### src/hw/rtl/pol_pkg.sv
// Shared types and constants for the positional ordered list.
// Used by the list cell, the list controller and the top level.
`timescale 1ns / 1ps

package pol_pkg;

   // List depth and derived widths.
   localparam int CAPACITY = 16;
   localparam int CNT_W    = $clog2(CAPACITY + 1);

   // Field widths fixed by the item format.
   localparam int OP_W     = 3;
   localparam int VAL_W    = 32;
   localparam int POS_W    = 5;
   localparam int STATUS_W = 2;
   localparam int LEN_W    = 5;

   // Common compare width for positions against the entry count.
   localparam int CMP_W = (CNT_W > POS_W) ? CNT_W : POS_W;

   // Operation codes of an input item.
   typedef enum logic [OP_W-1:0] {
      OP_INS_HEAD = 3'd0,
      OP_INS_POS  = 3'd1,
      OP_INS_TAIL = 3'd2,
      OP_DEL_POS  = 3'd3,
      OP_DEL_HEAD = 3'd4,
      OP_DEL_TAIL = 3'd5,
      OP_DUMP     = 3'd6
   } op_type;

   // Status codes of a result item.
   typedef enum logic [STATUS_W-1:0] {
      STATUS_OK    = 2'd0,
      STATUS_EMPTY = 2'd1,
      STATUS_FULL  = 2'd2,
      STATUS_RANGE = 2'd3
   } status_type;

   // Per-cell load select: which source a cell takes this cycle.
   typedef enum logic [2:0] {
      SEL_HOLD,
      SEL_LEFT,
      SEL_RIGHT,
      SEL_NEW,
      SEL_WRAP
   } sel_type;

   // Control group from the controller to the cell chain.
   typedef struct packed {
      sel_type [CAPACITY-1:0] sel;
      logic [VAL_W-1:0]       new_value;
   } chain_cmd_type;

endpackage

### src/hw/rtl/positional_ordered_list.sv
// Top level of the positional ordered list: a chain of entry cells steered
// by the list controller. Depends on pol_pkg, pol_cell and pol_ctrl.
//
//   Channel   Direction   Ports
//   req_      in          req_valid, req_stall, req_operation, req_value, req_position
//   rsp_      out         rsp_valid, rsp_stall, rsp_status, rsp_entry_value,
//                         rsp_entry_valid, rsp_length, rsp_last
//
// An insert, a delete or any other non-dump item is accepted and its result is
// registered; the affected cells shift in the same cycle as it is registered.
// A dump enters the dump state, then gives one entry per cycle while rsp_ is not
// stalled, as the occupied cells rotate through the head cell to their original order.
// Reset empties the list; entry words are not cleared and are never read unwritten.
// A stall on rsp_ holds the result register and also stalls req_ and the dump.
`timescale 1ns / 1ps

module positional_ordered_list (
   input  logic                          clock,
   input  logic                          reset,
   input  logic                          req_valid,
   output logic                          req_stall,
   input  logic [pol_pkg::OP_W-1:0]      req_operation,
   input  logic signed [pol_pkg::VAL_W-1:0] req_value,
   input  logic [pol_pkg::POS_W-1:0]     req_position,
   output logic                          rsp_valid,
   input  logic                          rsp_stall,
   output logic [pol_pkg::STATUS_W-1:0]  rsp_status,
   output logic signed [pol_pkg::VAL_W-1:0] rsp_entry_value,
   output logic                          rsp_entry_valid,
   output logic [pol_pkg::LEN_W-1:0]     rsp_length,
   output logic                          rsp_last
);
   import pol_pkg::*;

   chain_cmd_type    chain_cmd;
   logic [VAL_W-1:0] cell_data [CAPACITY];

   // Controller: decode, entry count and result register.
   pol_ctrl u_ctrl (
      .clock           (clock),
      .reset           (reset),
      .req_valid       (req_valid),
      .req_stall       (req_stall),
      .req_operation   (req_operation),
      .req_value       (req_value),
      .req_position    (req_position),
      .rsp_valid       (rsp_valid),
      .rsp_stall       (rsp_stall),
      .rsp_status      (rsp_status),
      .rsp_entry_value (rsp_entry_value),
      .rsp_entry_valid (rsp_entry_valid),
      .rsp_length      (rsp_length),
      .rsp_last        (rsp_last),
      .head_data       (cell_data[0]),
      .chain_cmd       (chain_cmd)
   );

   // Row of cells; each one sees its two neighbors and the head for wrapping.
   for (genvar g = 0; g < CAPACITY; g++) begin : g_cell
      logic [VAL_W-1:0] left_data;
      logic [VAL_W-1:0] right_data;

      if (g == 0) begin : g_first
         assign left_data = '0;
      end else begin : g_inner_left
         assign left_data = cell_data[g-1];
      end

      if (g == CAPACITY - 1) begin : g_last
         assign right_data = '0;
      end else begin : g_inner_right
         assign right_data = cell_data[g+1];
      end

      pol_cell u_cell (
         .clock      (clock),
         .sel        (chain_cmd.sel[g]),
         .left_data  (left_data),
         .right_data (right_data),
         .new_data   (chain_cmd.new_value),
         .wrap_data  (cell_data[0]),
         .data_out   (cell_data[g])
      );
   end

endmodule

### src/hw/rtl/pol_cell.sv
// One storage cell of the list chain: holds one entry word.
// Depends on pol_pkg for the load select type and the word width.
`timescale 1ns / 1ps

module pol_cell (
   input  logic                    clock,
   input  pol_pkg::sel_type        sel,
   input  logic [pol_pkg::VAL_W-1:0] left_data,
   input  logic [pol_pkg::VAL_W-1:0] right_data,
   input  logic [pol_pkg::VAL_W-1:0] new_data,
   input  logic [pol_pkg::VAL_W-1:0] wrap_data,
   output logic [pol_pkg::VAL_W-1:0] data_out
);
   import pol_pkg::*;

   logic [VAL_W-1:0] data_ff;
   logic [VAL_W-1:0] data_in;

   // Pick the source for this cycle.
   always_comb begin
      case (sel)
         SEL_LEFT:  data_in = left_data;
         SEL_RIGHT: data_in = right_data;
         SEL_NEW:   data_in = new_data;
         SEL_WRAP:  data_in = wrap_data;
         default:   data_in = data_ff;
      endcase
   end

   // The entry word is payload and needs no reset.
   always_ff @(posedge clock) begin
      data_ff <= data_in;
   end

   assign data_out = data_ff;

endmodule

### src/hw/rtl/pol_ctrl.sv
// Controller of the list: decodes items, keeps the entry count, steers the
// cell chain and holds the result register. Depends on pol_pkg.
`timescale 1ns / 1ps

module pol_ctrl (
   input  logic                          clock,
   input  logic                          reset,
   input  logic                          req_valid,
   output logic                          req_stall,
   input  logic [pol_pkg::OP_W-1:0]      req_operation,
   input  logic signed [pol_pkg::VAL_W-1:0] req_value,
   input  logic [pol_pkg::POS_W-1:0]     req_position,
   output logic                          rsp_valid,
   input  logic                          rsp_stall,
   output logic [pol_pkg::STATUS_W-1:0]  rsp_status,
   output logic signed [pol_pkg::VAL_W-1:0] rsp_entry_value,
   output logic                          rsp_entry_valid,
   output logic [pol_pkg::LEN_W-1:0]     rsp_length,
   output logic                          rsp_last,
   input  logic [pol_pkg::VAL_W-1:0]     head_data,
   output pol_pkg::chain_cmd_type        chain_cmd
);
   import pol_pkg::*;

   typedef enum logic {
      STATE_IDLE,
      STATE_DUMP
   } state_type;

   state_type            state_ff, state_in;
   logic [CNT_W-1:0]     count_ff, count_in;
   logic [CNT_W-1:0]     remain_ff, remain_in;
   logic                 rsp_valid_ff, rsp_valid_in;
   status_type           rsp_status_ff, rsp_status_in;
   logic [VAL_W-1:0]     rsp_value_ff, rsp_value_in;
   logic                 rsp_entry_valid_ff, rsp_entry_valid_in;
   logic [LEN_W-1:0]     rsp_length_ff, rsp_length_in;
   logic                 rsp_last_ff, rsp_last_in;

   logic                 out_free;
   logic                 accept;
   op_type               op;
   logic [CMP_W-1:0]     cnt_x;
   logic [CMP_W-1:0]     pos_x;
   logic [CMP_W-1:0]     ins_pos;
   logic [CMP_W-1:0]     del_pos;
   logic                 ins_full;
   logic                 ins_range;
   logic                 del_empty;
   logic                 del_range;

   // Handshake: the result slot is free when empty or being taken.
   assign out_free  = !rsp_valid_ff || !rsp_stall;
   assign req_stall = (state_ff == STATE_DUMP) || !out_free;
   assign accept    = req_valid && !req_stall;
   assign op        = op_type'(req_operation);

   // Position decode and checks for inserts and deletes.
   always_comb begin
      cnt_x = CMP_W'(count_ff);
      pos_x = CMP_W'(req_position);
      case (op)
         OP_INS_HEAD: ins_pos = '0;
         OP_INS_TAIL: ins_pos = cnt_x;
         default:     ins_pos = pos_x;
      endcase
      case (op)
         OP_DEL_HEAD: del_pos = '0;
         OP_DEL_TAIL: del_pos = cnt_x;
         default:     del_pos = pos_x;
      endcase
      ins_full  = (cnt_x >= CMP_W'(CAPACITY));
      ins_range = (ins_pos > cnt_x);
      del_empty = (count_ff == '0);
      del_range = (del_pos > cnt_x);
      // Deleting at the position equal to the length removes the last entry.
      if (!del_empty && (del_pos == cnt_x)) begin
         del_pos = cnt_x - CMP_W'(1);
      end
   end

   // Next state, result register and per-cell selects.
   always_comb begin
      state_in           = state_ff;
      count_in           = count_ff;
      remain_in          = remain_ff;
      rsp_valid_in       = rsp_valid_ff && rsp_stall;
      rsp_status_in      = rsp_status_ff;
      rsp_value_in       = rsp_value_ff;
      rsp_entry_valid_in = rsp_entry_valid_ff;
      rsp_length_in      = rsp_length_ff;
      rsp_last_in        = rsp_last_ff;
      chain_cmd.new_value = $unsigned(req_value);
      for (int i = 0; i < CAPACITY; i++) begin
         chain_cmd.sel[i] = SEL_HOLD;
      end

      case (state_ff)
         STATE_IDLE: begin
            if (accept) begin
               rsp_valid_in       = 1'b1;
               rsp_status_in      = STATUS_OK;
               rsp_value_in       = '0;
               rsp_entry_valid_in = 1'b0;
               rsp_last_in        = 1'b1;
               case (op)
                  OP_INS_HEAD, OP_INS_POS, OP_INS_TAIL: begin
                     if (ins_full) begin
                        rsp_status_in = STATUS_FULL;
                     end else if (ins_range) begin
                        rsp_status_in = STATUS_RANGE;
                     end else begin
                        // Shift the tail right by one and drop in the new value.
                        for (int i = 0; i < CAPACITY; i++) begin
                           if (CMP_W'(i) == ins_pos) begin
                              chain_cmd.sel[i] = SEL_NEW;
                           end else if (CMP_W'(i) > ins_pos && CMP_W'(i) <= cnt_x) begin
                              chain_cmd.sel[i] = SEL_LEFT;
                           end
                        end
                        count_in = count_ff + CNT_W'(1);
                     end
                  end
                  OP_DEL_POS, OP_DEL_HEAD, OP_DEL_TAIL: begin
                     if (del_empty) begin
                        rsp_status_in = STATUS_EMPTY;
                     end else if (del_range) begin
                        rsp_status_in = STATUS_RANGE;
                     end else begin
                        // Close the gap by shifting the tail left by one.
                        for (int i = 0; i < CAPACITY; i++) begin
                           if (CMP_W'(i) >= del_pos && CMP_W'(i) + CMP_W'(1) < cnt_x) begin
                              chain_cmd.sel[i] = SEL_RIGHT;
                           end
                        end
                        count_in = count_ff - CNT_W'(1);
                     end
                  end
                  OP_DUMP: begin
                     if (del_empty) begin
                        rsp_status_in = STATUS_EMPTY;
                     end else begin
                        // Entries stream out over the following cycles.
                        rsp_valid_in = 1'b0;
                        remain_in    = count_ff;
                        state_in     = STATE_DUMP;
                     end
                  end
                  default: begin
                     rsp_status_in = STATUS_OK;
                  end
               endcase
               rsp_length_in = LEN_W'(count_in);
            end
         end
         STATE_DUMP: begin
            if (out_free) begin
               // Emit the head entry and rotate the occupied cells by one.
               rsp_valid_in       = 1'b1;
               rsp_status_in      = STATUS_OK;
               rsp_value_in       = head_data;
               rsp_entry_valid_in = 1'b1;
               rsp_length_in      = LEN_W'(count_ff);
               rsp_last_in        = (remain_ff == CNT_W'(1));
               for (int i = 0; i < CAPACITY; i++) begin
                  if (CMP_W'(i) + CMP_W'(1) < cnt_x) begin
                     chain_cmd.sel[i] = SEL_RIGHT;
                  end else if (CMP_W'(i) + CMP_W'(1) == cnt_x) begin
                     chain_cmd.sel[i] = SEL_WRAP;
                  end
               end
               remain_in = remain_ff - CNT_W'(1);
               if (remain_ff == CNT_W'(1)) begin
                  state_in = STATE_IDLE;
               end
            end
         end
         default: begin
            state_in = STATE_IDLE;
         end
      endcase
   end

   // State and registered outputs.
   always_ff @(posedge clock) begin
      if (reset) begin
         state_ff     <= STATE_IDLE;
         count_ff     <= '0;
         remain_ff    <= '0;
         rsp_valid_ff <= 1'b0;
      end else begin
         state_ff     <= state_in;
         count_ff     <= count_in;
         remain_ff    <= remain_in;
         rsp_valid_ff <= rsp_valid_in;
      end
      rsp_status_ff      <= rsp_status_in;
      rsp_value_ff       <= rsp_value_in;
      rsp_entry_valid_ff <= rsp_entry_valid_in;
      rsp_length_ff      <= rsp_length_in;
      rsp_last_ff        <= rsp_last_in;
   end

   assign rsp_valid       = rsp_valid_ff;
   assign rsp_status      = rsp_status_ff;
   assign rsp_entry_value = $signed(rsp_value_ff);
   assign rsp_entry_valid = rsp_entry_valid_ff;
   assign rsp_length      = rsp_length_ff;
   assign rsp_last        = rsp_last_ff;

endmodule
### config.mk
export PLATFORM = sky130hd
export DESIGN_NAME = positional_ordered_list
export DESIGN_NICKNAME = d
export VERILOG_FILES = /design/src/hw/rtl/pol_pkg.sv /design/src/hw/rtl/positional_ordered_list.sv /design/src/hw/rtl/pol_cell.sv /design/src/hw/rtl/pol_ctrl.sv
export SDC_FILE = /design/constraint.sdc
export NUM_CORES = 1
export LEC_CHECK = 0
export BUFFER_PORTS_ARGS = -buffer_cell sky130_fd_sc_hd__buf_2
export CAP_MARGIN = 20
export CELL_PAD_IN_SITES_DETAIL_PLACEMENT = 2
export CELL_PAD_IN_SITES_GLOBAL_PLACEMENT = 2
export CORE_ASPECT_RATIO = 0.8
export CORE_MARGIN = 4
export CORE_UTILIZATION = 40
export CTS_CLUSTER_DIAMETER = 150
export DETAILED_ROUTE_END_ITERATION = 12
export PLACE_DENSITY_LB_ADDON = 0.1
export SLEW_MARGIN = 0
export SYNTH_ARGS = -nofsm -noshare
export SYNTH_HDL_FRONTEND = slang
export SYNTH_HIERARCHICAL = 1
export SYNTH_SLANG_ARGS = --single-unit
### constraint.sdc
create_clock -name clock -period 5.63 [get_ports clock]
set_input_delay 1.126 -clock clock [delete_from_list [all_inputs] [get_ports clock]]
set_output_delay 1.126 -clock clock [all_outputs]
set_load 0.05 [all_outputs]
; ---- Word-level counts from Yosys, hierarchy flattened
; Index checks and enable logic that the tools add are counted.
[word_totals]
out_inout_bits = 43
reg_bits = 565
wordCells = 418
in_bits = 44
[classes]
muxes = 149
bitwise_logic = 1
reduce_logical = 67
n_addsub = 3
n_lt_le_gt_ge = 67
eq_ne = 106
[ops]
columns = op, count
row1 = one-hot mux 32 bit (4 select lines), 14
row2 = 2-to-1 mux 48 bit, 6
row3 = one-hot mux 32 bit (3 select lines), 2
row4 = one-hot mux 48 bit (2 select lines), 2
row5 = 2-to-1 mux 3 bit, 48
row6 = "equality test 3 x 2 -> 1 bit, second input constant", 34
row7 = "equality test 4 x 5 -> 1 bit, first input constant", 16
row8 = 2-to-1 mux 32 bit, 2
row9 = one-hot mux 32 bit (2 select lines), 1
row10 = nonzero test 4 bit, 14
row11 = 2-to-1 mux 5 bit, 11
row12 = "equality test 3 bit, second input constant", 18
row13 = "equality test 3 x 1 -> 1 bit, second input constant", 17
row14 = one-hot mux 5 bit (2 select lines), 5
row15 = 2-to-1 mux 2 bit, 22
row16 = "equality test 3 x 5 -> 1 bit, first input constant", 8
row17 = "greater-or-equal comparator 4 x 5 -> 1 bit, first input constant", 8
row18 = "> comparator 4 x 5 -> 1 bit, first input constant", 8
row19 = "<= comparator 4 x 5 -> 1 bit, first input constant", 8
row20 = "< comparator 4 x 5 -> 1 bit, first input constant", 8
row21 = logical AND 1 bit, 35
row22 = 2-to-1 mux 1 bit, 30
row23 = "equality test 2 x 5 -> 1 bit, first input constant", 4
row24 = "greater-or-equal comparator 3 x 5 -> 1 bit, first input constant", 4
row25 = other kinds (35), 68

; ---- Longest topological paths before layout
; Gate-level depths: netlist of run 1.
[depth]
depth_word = 16
mapped_depth = 18
ltp_nobuf = 14

; ---- By module
; Netlist of run 1, hierarchy kept.
[modules_own_cells]
columns = mod, cells_per_inst, seq_area_each_um2, instances, area_per_inst_um2
row1 = pol_cell, 147, 960.9, 16, 1905.6
row2 = pol_ctrl, 535, 1471.4, 1, 4461.8
row3 = positional_ordered_list, 1, 0.0, 1, 3.8

; ---- Worst setup path before layout of run 1
; OpenSTA, ideal clock, no wires.
[synth_path]
kind = input -> register
startpoint = input port req_operation[0] (netlist bit)
endpoint = register g_cell[2].u_cell.data_ff[0], enable pin
required_ps = 5194
path_buffers = 4
arrival_ps = 5449
setup_slack_ps = -255
cell_stages = 16
setup_ps = 436
path_cell_list = buf_2 -> or2_1 -> nand2_1 -> o21a_1 -> inv_1 -> buf_2 -> ha_1 -> nand4_1 -> or2_2 -> a211oi_2 -> buf_4 -> nand2_2 -> a311oi_1 -> buf_2 -> nor2_4 -> xnor2_1
[synth_rtl]
columns = element, line
row1 = from (decl), positional_ordered_list.sv:22  ; input logic [pol_pkg::OP_W-1:0] req_operation,
row2 = to (signal assigned), pol_cell.sv:32  ; data_ff <= data_in;
row3 = to (decl), pol_cell.sv:16  ; logic [VAL_W-1:0] data_ff;

==> results.md, run 1 <==
* Worst slew pin tran at 1080 ps
* Vias per cell at 6.67
* Starting density of the core at 0.405
* Commonest non-fill, non-tap cell in the layout: nand2_1
* IO Port Bufs at 86
* Post-DP HPWL at 93,500 um
* Critical path startpoint category: primary input
* Core Util, Final at 0.455
* Largest net degree at the start of global routing at 63
* Slew Viols, Final at 0
* Avg Cell Area, Syn at 12.1 um^2
* Status: completed
* Area leader, netlist: edfxtp_1
* Ys async rst share at 0
* Number of setup buffers added after CTS at 0
* Initial antenna violation count at 2
* DRT Pass-1 Iters at 6
* Clock Skews at 21.9 ps
* Die height at 272 um
* Vias at 27,400
* Clock tree from TritonCTS: yes
* Fmax at 198 MHz
* Ys flop type: edfxtp_1
* Synth cell types at 81
* Total GRT Usage at 0.297
* Max-slew headroom at 0.280
* Register area share after synthesis at 0.482
* Final Critical Period at 5040 ps
* # DRC at 0
* Max VDD drop at 217 uV
* Crit path kind: primary input to flip-flop
* Post-synthesis register bit count at 565
* Top post-synthesis cells by area: edfxtp_1 (48%), o221a_1 (16%), mux2i_1 (15%)
* Die Wd at 339 um
* Post-synth EDFFs at 553
* DR WL/cell at 34.0 um
* R2R Setup Slk at 630 ps
* Mapped cell area at 0.0350 mm^2
* H-tree Lvls at 3
* Leak Pwr at 11.2 nW
* Max Buffers Root-to-Sink at 3
* Cells after Synth at 2,888
* Setup TNS at 0 ps
* CTS Buf Count at 67
* Tightest Hold Check Type: flip-flop to flip-flop
* Post-DRT Antenna Nets at 0
* Post-CTS Hold Fix Bufs at 0
* Root buffer cell: clkbuf_16
* Vias in the first global route at 28,700
* Io pins at 87
* PostCTS Resize Cnt at 0
* Initial DRC Count at 3,069
* First-pass GRT wire length at 207,000 um
* CP Max Fanout at 32
* GRT Residual Overflow at 0
* Clk slew on worst S/H paths at 60 ps
* Final nets at 3,003
* Fillers at 8,550
* Top cell type's share of synthesized area at 0.475
* Max_cap viols at 0
* CP arrival at 5530 ps
* Worst-Skew Late Latency at 620 ps
* PwrDens at 250 mW/mm^2
* CP required at 6110 ps
* Share of cells above drive strength 1 at 0.137
* Core ar. at 0.0862 mm^2
* Crit end category: flip-flop
* Commonest non-fill, non-tap cells in the layout: nand2_1 (586), edfxtp_1 (553), mux2i_1 (516), o221a_1 (512), buf_2 (86)
* Final Hold Viols at 0
* Synth Warn # at 6
* Total Wirelength at 140,000 um
* Area after DPL at 0.0372 mm^2
* Setup violations, final at 0
* Fin area at 0.0392 mm^2
* Area grow syn2layout at 12.2%
* Placer Congestion at 0.900
* RSZ-0062 raised after global routing: no
* Total die area at 0.0922 mm^2
* Clock Sinks at 565
* Final Cycle Share at 0.896
* # rows at 96
per-layer routing:
layer / vias to the layer above / global-route usage / part of all wire
li1: 11500 / - / -
met1: 14600 / 0.446 / 0.48
met2: 1197 / 0.448 / 0.43
met3: 152 / 0.0487 / 0.072
met4: 0 / 0.0670 / 0.020
met5: - / 0 / 0
sequential cells by signal, summed over array words and instances, names as in the netlist:
name / flops
g_cell.u_cell/data_out: 512
u_ctrl/rsp_entry_value: 32
u_ctrl/cnt_x: 5
u_ctrl/remain_ff: 5
u_ctrl/rsp_length: 5
u_ctrl/rsp_status: 2
u_ctrl/rsp_entry_valid: 1
u_ctrl/rsp_last: 1
u_ctrl/rsp_valid: 1
u_ctrl/state_ff: 1
report_power, final:
group          leakage (nW)  total (mW)  switching [mW]  internal [mW]
clock network          1.01        4.31            1.88           2.43
logic                  5.03       0.786           0.558          0.228
registers              5.12        4.71          0.0615           4.65
Yosys cell counts, types with 12 or more instances:
master	number
a21o_4	16
a21oi_1	43
and2_1	41
buf_1	32
buf_2	75
buf_4	51
buf_6	66
clkbuf_1	31
clkbuf_4	32
dfxtp_1	12
edfxtp_1	553
ha_1	17
inv_1	18
mux2i_1	516
nand2_1	587
nand3_1	17
nor2_1	42
nor2_4	16
nor2b_1	18
nor3_1	14
o21ai_0	19
o221a_1	512
xnor2_1	19
stage by stage:
stage	worst slack [ps]	power [mW]	instances	hold WS, ps
4_1_cts	761	9.86	4114	506
6_report	586	9.80	4115	506
3_3_place_gp	229	5.54	4000	478
5_1_grt	451	10.1	4114	542
3_5_place_dp	133	5.56	4000	498
2_1_floorplan	32.9	5.27	2951	406
cells by family (layout without fill, tap and decap cells):
group,count (synthesis),after routing,synth area share
compound gates,679,679,0.201
xor+xnor,22,22,0.00594
fa+ha+maj,17,17,0.00609
buf+inv,308,344,0.0588
flops,565,565,0.482
mux,518,518,0.148
other cells,1,65,0.000107
simple gates,778,778,0.0974
path summary, 6_finish.rpt:
path	from	endpoint	depth (start not counted)
max reg2reg	u_ctrl/cnt_x[0]	g_cell[8].u_cell/data_out[3]	13
min	u_ctrl/remain_ff[1]	u_ctrl/remain_ff[1]	2
min reg2reg	u_ctrl/remain_ff[1]	u_ctrl/remain_ff[1]	2
max	req_operation[1]	g_cell[8].u_cell/data_out[3]	15
critical path, cell delays in order:
cell and delay (ps):
buf_2 190, nand2b_1 300, a21oi_1 340, inv_1 150, ha_1 370, nand3_2 140, nor3_4 370, nand2_1 150
o32ai_2 460, a21oi_1 90, o21ai_0 570, buf_4 250, nor2b_4 270, a21o_4 450, o221a_1 290
area by class of cell:
type / instances / area, um^2 / share of cell area
timing repair buffer: 209 / 1950 / 0.0498
sequential: 565 / 16800 / 0.429
inverter: 21 / 78.8 / 0.00201
clock buffer: 80 / 1770 / 0.0451
antenna: 1 / 2.50 / 0.0000638
tap: 1127 / 1410 / 0.0359
multi-input combinational: 2078 / 16900 / 0.430
clock inverter: 34 / 299 / 0.00762
No activity file was read; power rests on OpenSTA's default activity.
==> run 2: changes to the inputs <==
--- a/config.mk
+++ b/config.mk
@@ -12,9 +12,10 @@
 export CORE_ASPECT_RATIO = 0.8
 export CORE_MARGIN = 4
 export CORE_UTILIZATION = 40
-export CTS_CLUSTER_DIAMETER = 150
+export CTS_CLUSTER_DIAMETER = 120
 export DETAILED_ROUTE_END_ITERATION = 12
 export PLACE_DENSITY_LB_ADDON = 0.1
+export REMOVE_ABC_BUFFERS = 1
 export SLEW_MARGIN = 0
 export SYNTH_ARGS = -nofsm -noshare
 export SYNTH_HDL_FRONTEND = slang
==> results.md, run 2 (synthesis gave the netlist of run 1 again) <==
* Power, Total at 9.75 mW
* Vias at 26,200
* Post-DRT Antenna Nets at 0
* Total die area at 0.0922 mm^2
* Max-slew headroom at 0.304
* Crit path kind: primary input to flip-flop
* H-tree Lvls at 3
* Core ar. at 0.0862 mm^2
* PwrDens at 252 mW/mm^2
* Max reg flops at 512
* ANT cells at 0
* Number of setup buffers added after CTS at 0
* Io pins at 87
* CP required at 6110 ps
* Vias in the first global route at 27,400
* Die height at 272 um
* Critical path startpoint category: primary input
* Starting density of the core at 0.405
* RSZ-0062 raised after global routing: no
* Share of cells above drive strength 1 at 0.127
* Max_cap viols at 0
* Total GRT Usage at 0.257
* Max stage delay on crit path at 650 ps
* CP Max Fanout at 32
* Final Cycle Share at 0.943
* Max Buffers Root-to-Sink at 3
* Initial antenna violation count at 0
* R2R Setup Slk at 640 ps
* Critical path cell sequence: buf_2 -> nand2b_1 -> a21oi_1 -> inv_1 -> ha_1 -> nand3_2 -> nor3_4 -> nand3_1 -> o22ai_1 -> a21oi_1 -> o21ai_0 -> nor2b_2 -> a21o_4 -> o221a_1
* Commonest non-fill, non-tap cell in the layout: nand2_1
* Placer Congestion at 0.946
* WHS Path Cells at 2
* Setup violations, final at 0
* Setup WS post-layout at 321 ps
* Leak Pwr at 10.9 nW
* Reg-to-reg startpoint: u_ctrl/cnt_x[4]
* Clock Skews at 20.7 ps
* Max VDD drop at 184 uV
* Tightest Hold Check Type: flip-flop to flip-flop
* PostCTS Resize Cnt at 0
* Clock tree from TritonCTS: yes
* Commonest non-fill, non-tap cells in the layout: nand2_1 (586), edfxtp_1 (553), mux2i_1 (516), o221a_1 (512), buf_2 (86)
* GRT Residual Overflow at 0
* First-pass GRT wire length at 185,000 um
* Final Critical Period at 5310 ps
* Final Hold Viols at 0
* Initial DRC Count at 2,273
* # DRC at 0
* Slew Viols, Final at 0
* CP most frequent cell: a21oi_1
* CTS Buf Count at 68
* Clk slew on worst S/H paths at 60 ps
* Fillers at 8,511
* Largest net degree at the start of global routing at 63
* Critical Path Slowest Stage Cell: o21ai_0
* Cell depth of the worst flop-to-flop path at 13
* Worst-Skew Late Latency at 620 ps
* Post-CTS Hold Fix Bufs at 0
* Root buffer cell: clkbuf_16
* # rows at 96
* Status: completed
* Endpoint, Worst Hold: u_ctrl/remain_ff[1]
* Final nets at 2,974
* Crit end category: flip-flop
* CP arrival at 5780 ps
* Vias per cell at 6.40
* Fmax at 188 MHz
* DRT Pass-1 Iters at 5
* Reg2reg end: g_cell[8].u_cell/data_out[22]
* Area grow syn2layout at 10.6%
* Total Wirelength at 121,000 um
* IO Port Bufs at 86
* Worst slew pin tran at 1040 ps
* DR WL/cell at 29.6 um
* Worst Hold Launch: u_ctrl/remain_ff[1]
* Post-DP HPWL at 88,300 um
* Place WS at -31.7 ps
* Clock Sinks at 565
* Die Wd at 339 um
[run 2: how the worst max path moves through the flow]
stage	start	to	slack [ps]	depth (start not counted)
after global routing	req_operation[2]	g_cell[8].u_cell/data_out[26]	150	14
after global placement	req_operation[1]	g_cell[8].u_cell/data_out[21]	-80	14
final	req_operation[1]	g_cell[8].u_cell/data_out[22]	320	14
after floorplan	req_operation[2]	g_cell[2].u_cell/data_out[0]	-3670	12
after detailed placement	req_operation[1]	g_cell[8].u_cell/data_out[27]	-30	14
after CTS	req_operation[1]	g_cell[8].u_cell/data_out[27]	580	14
[run 2: critical path: cells and delay by family]
family | cells | cell delay [ps]
simple gates | 5 | 1470
fa+ha+maj | 1 | 350
compound gates | 6 | 2430
buf+inv | 2 | 370
[run 2: metrics by stage]
stage | cell area (um^2) | TNS, ps | instances | hold slack, ps | util
3_3_place_gp | 36600 | -2330 | 3970 | 473 | 0.424
5_1_grt | 38700 | 0 | 4088 | 532 | 0.448
3_5_place_dp | 36600 | -499 | 3970 | 490 | 0.424
2_1_floorplan | 33200 | -1917670 | 2664 | 453 | -
6_report | 38700 | 0 | 4088 | 494 | 0.448
4_1_cts | 38700 | 0 | 4088 | 497 | 0.448
[run 2: cell type report]
| class | count | area, um^2 | area share |
|---|---|---|---|
| Sequential cell | 565 | 16800 | 0.436 |
| Multi-Input combinational cell | 2078 | 16600 | 0.430 |
| Clock buffer | 87 | 1860 | 0.0481 |
| Timing Repair Buffer | 179 | 1600 | 0.0415 |
| Tap cell | 1127 | 1410 | 0.0365 |
| Clock inverter | 31 | 228 | 0.00589 |
| Inverter | 21 | 78.8 | 0.00204 |
[run 2: layer usage]
metal  track usage  wire (um)  vias up
met5             0          0        -
met4        0.0437       1600        0
met2         0.358      48300      918
li1              -          -    11400
met3        0.0455       8360      107
met1         0.414      62800    13700
[run 2: where the power goes]
part | leakage, nW | internal, mW | switching, mW
sequential | 5.12 | 4.65 | 0.0640
combinational | 4.80 | 0.225 | 0.564
clock | 1.02 | 2.42 | 1.82
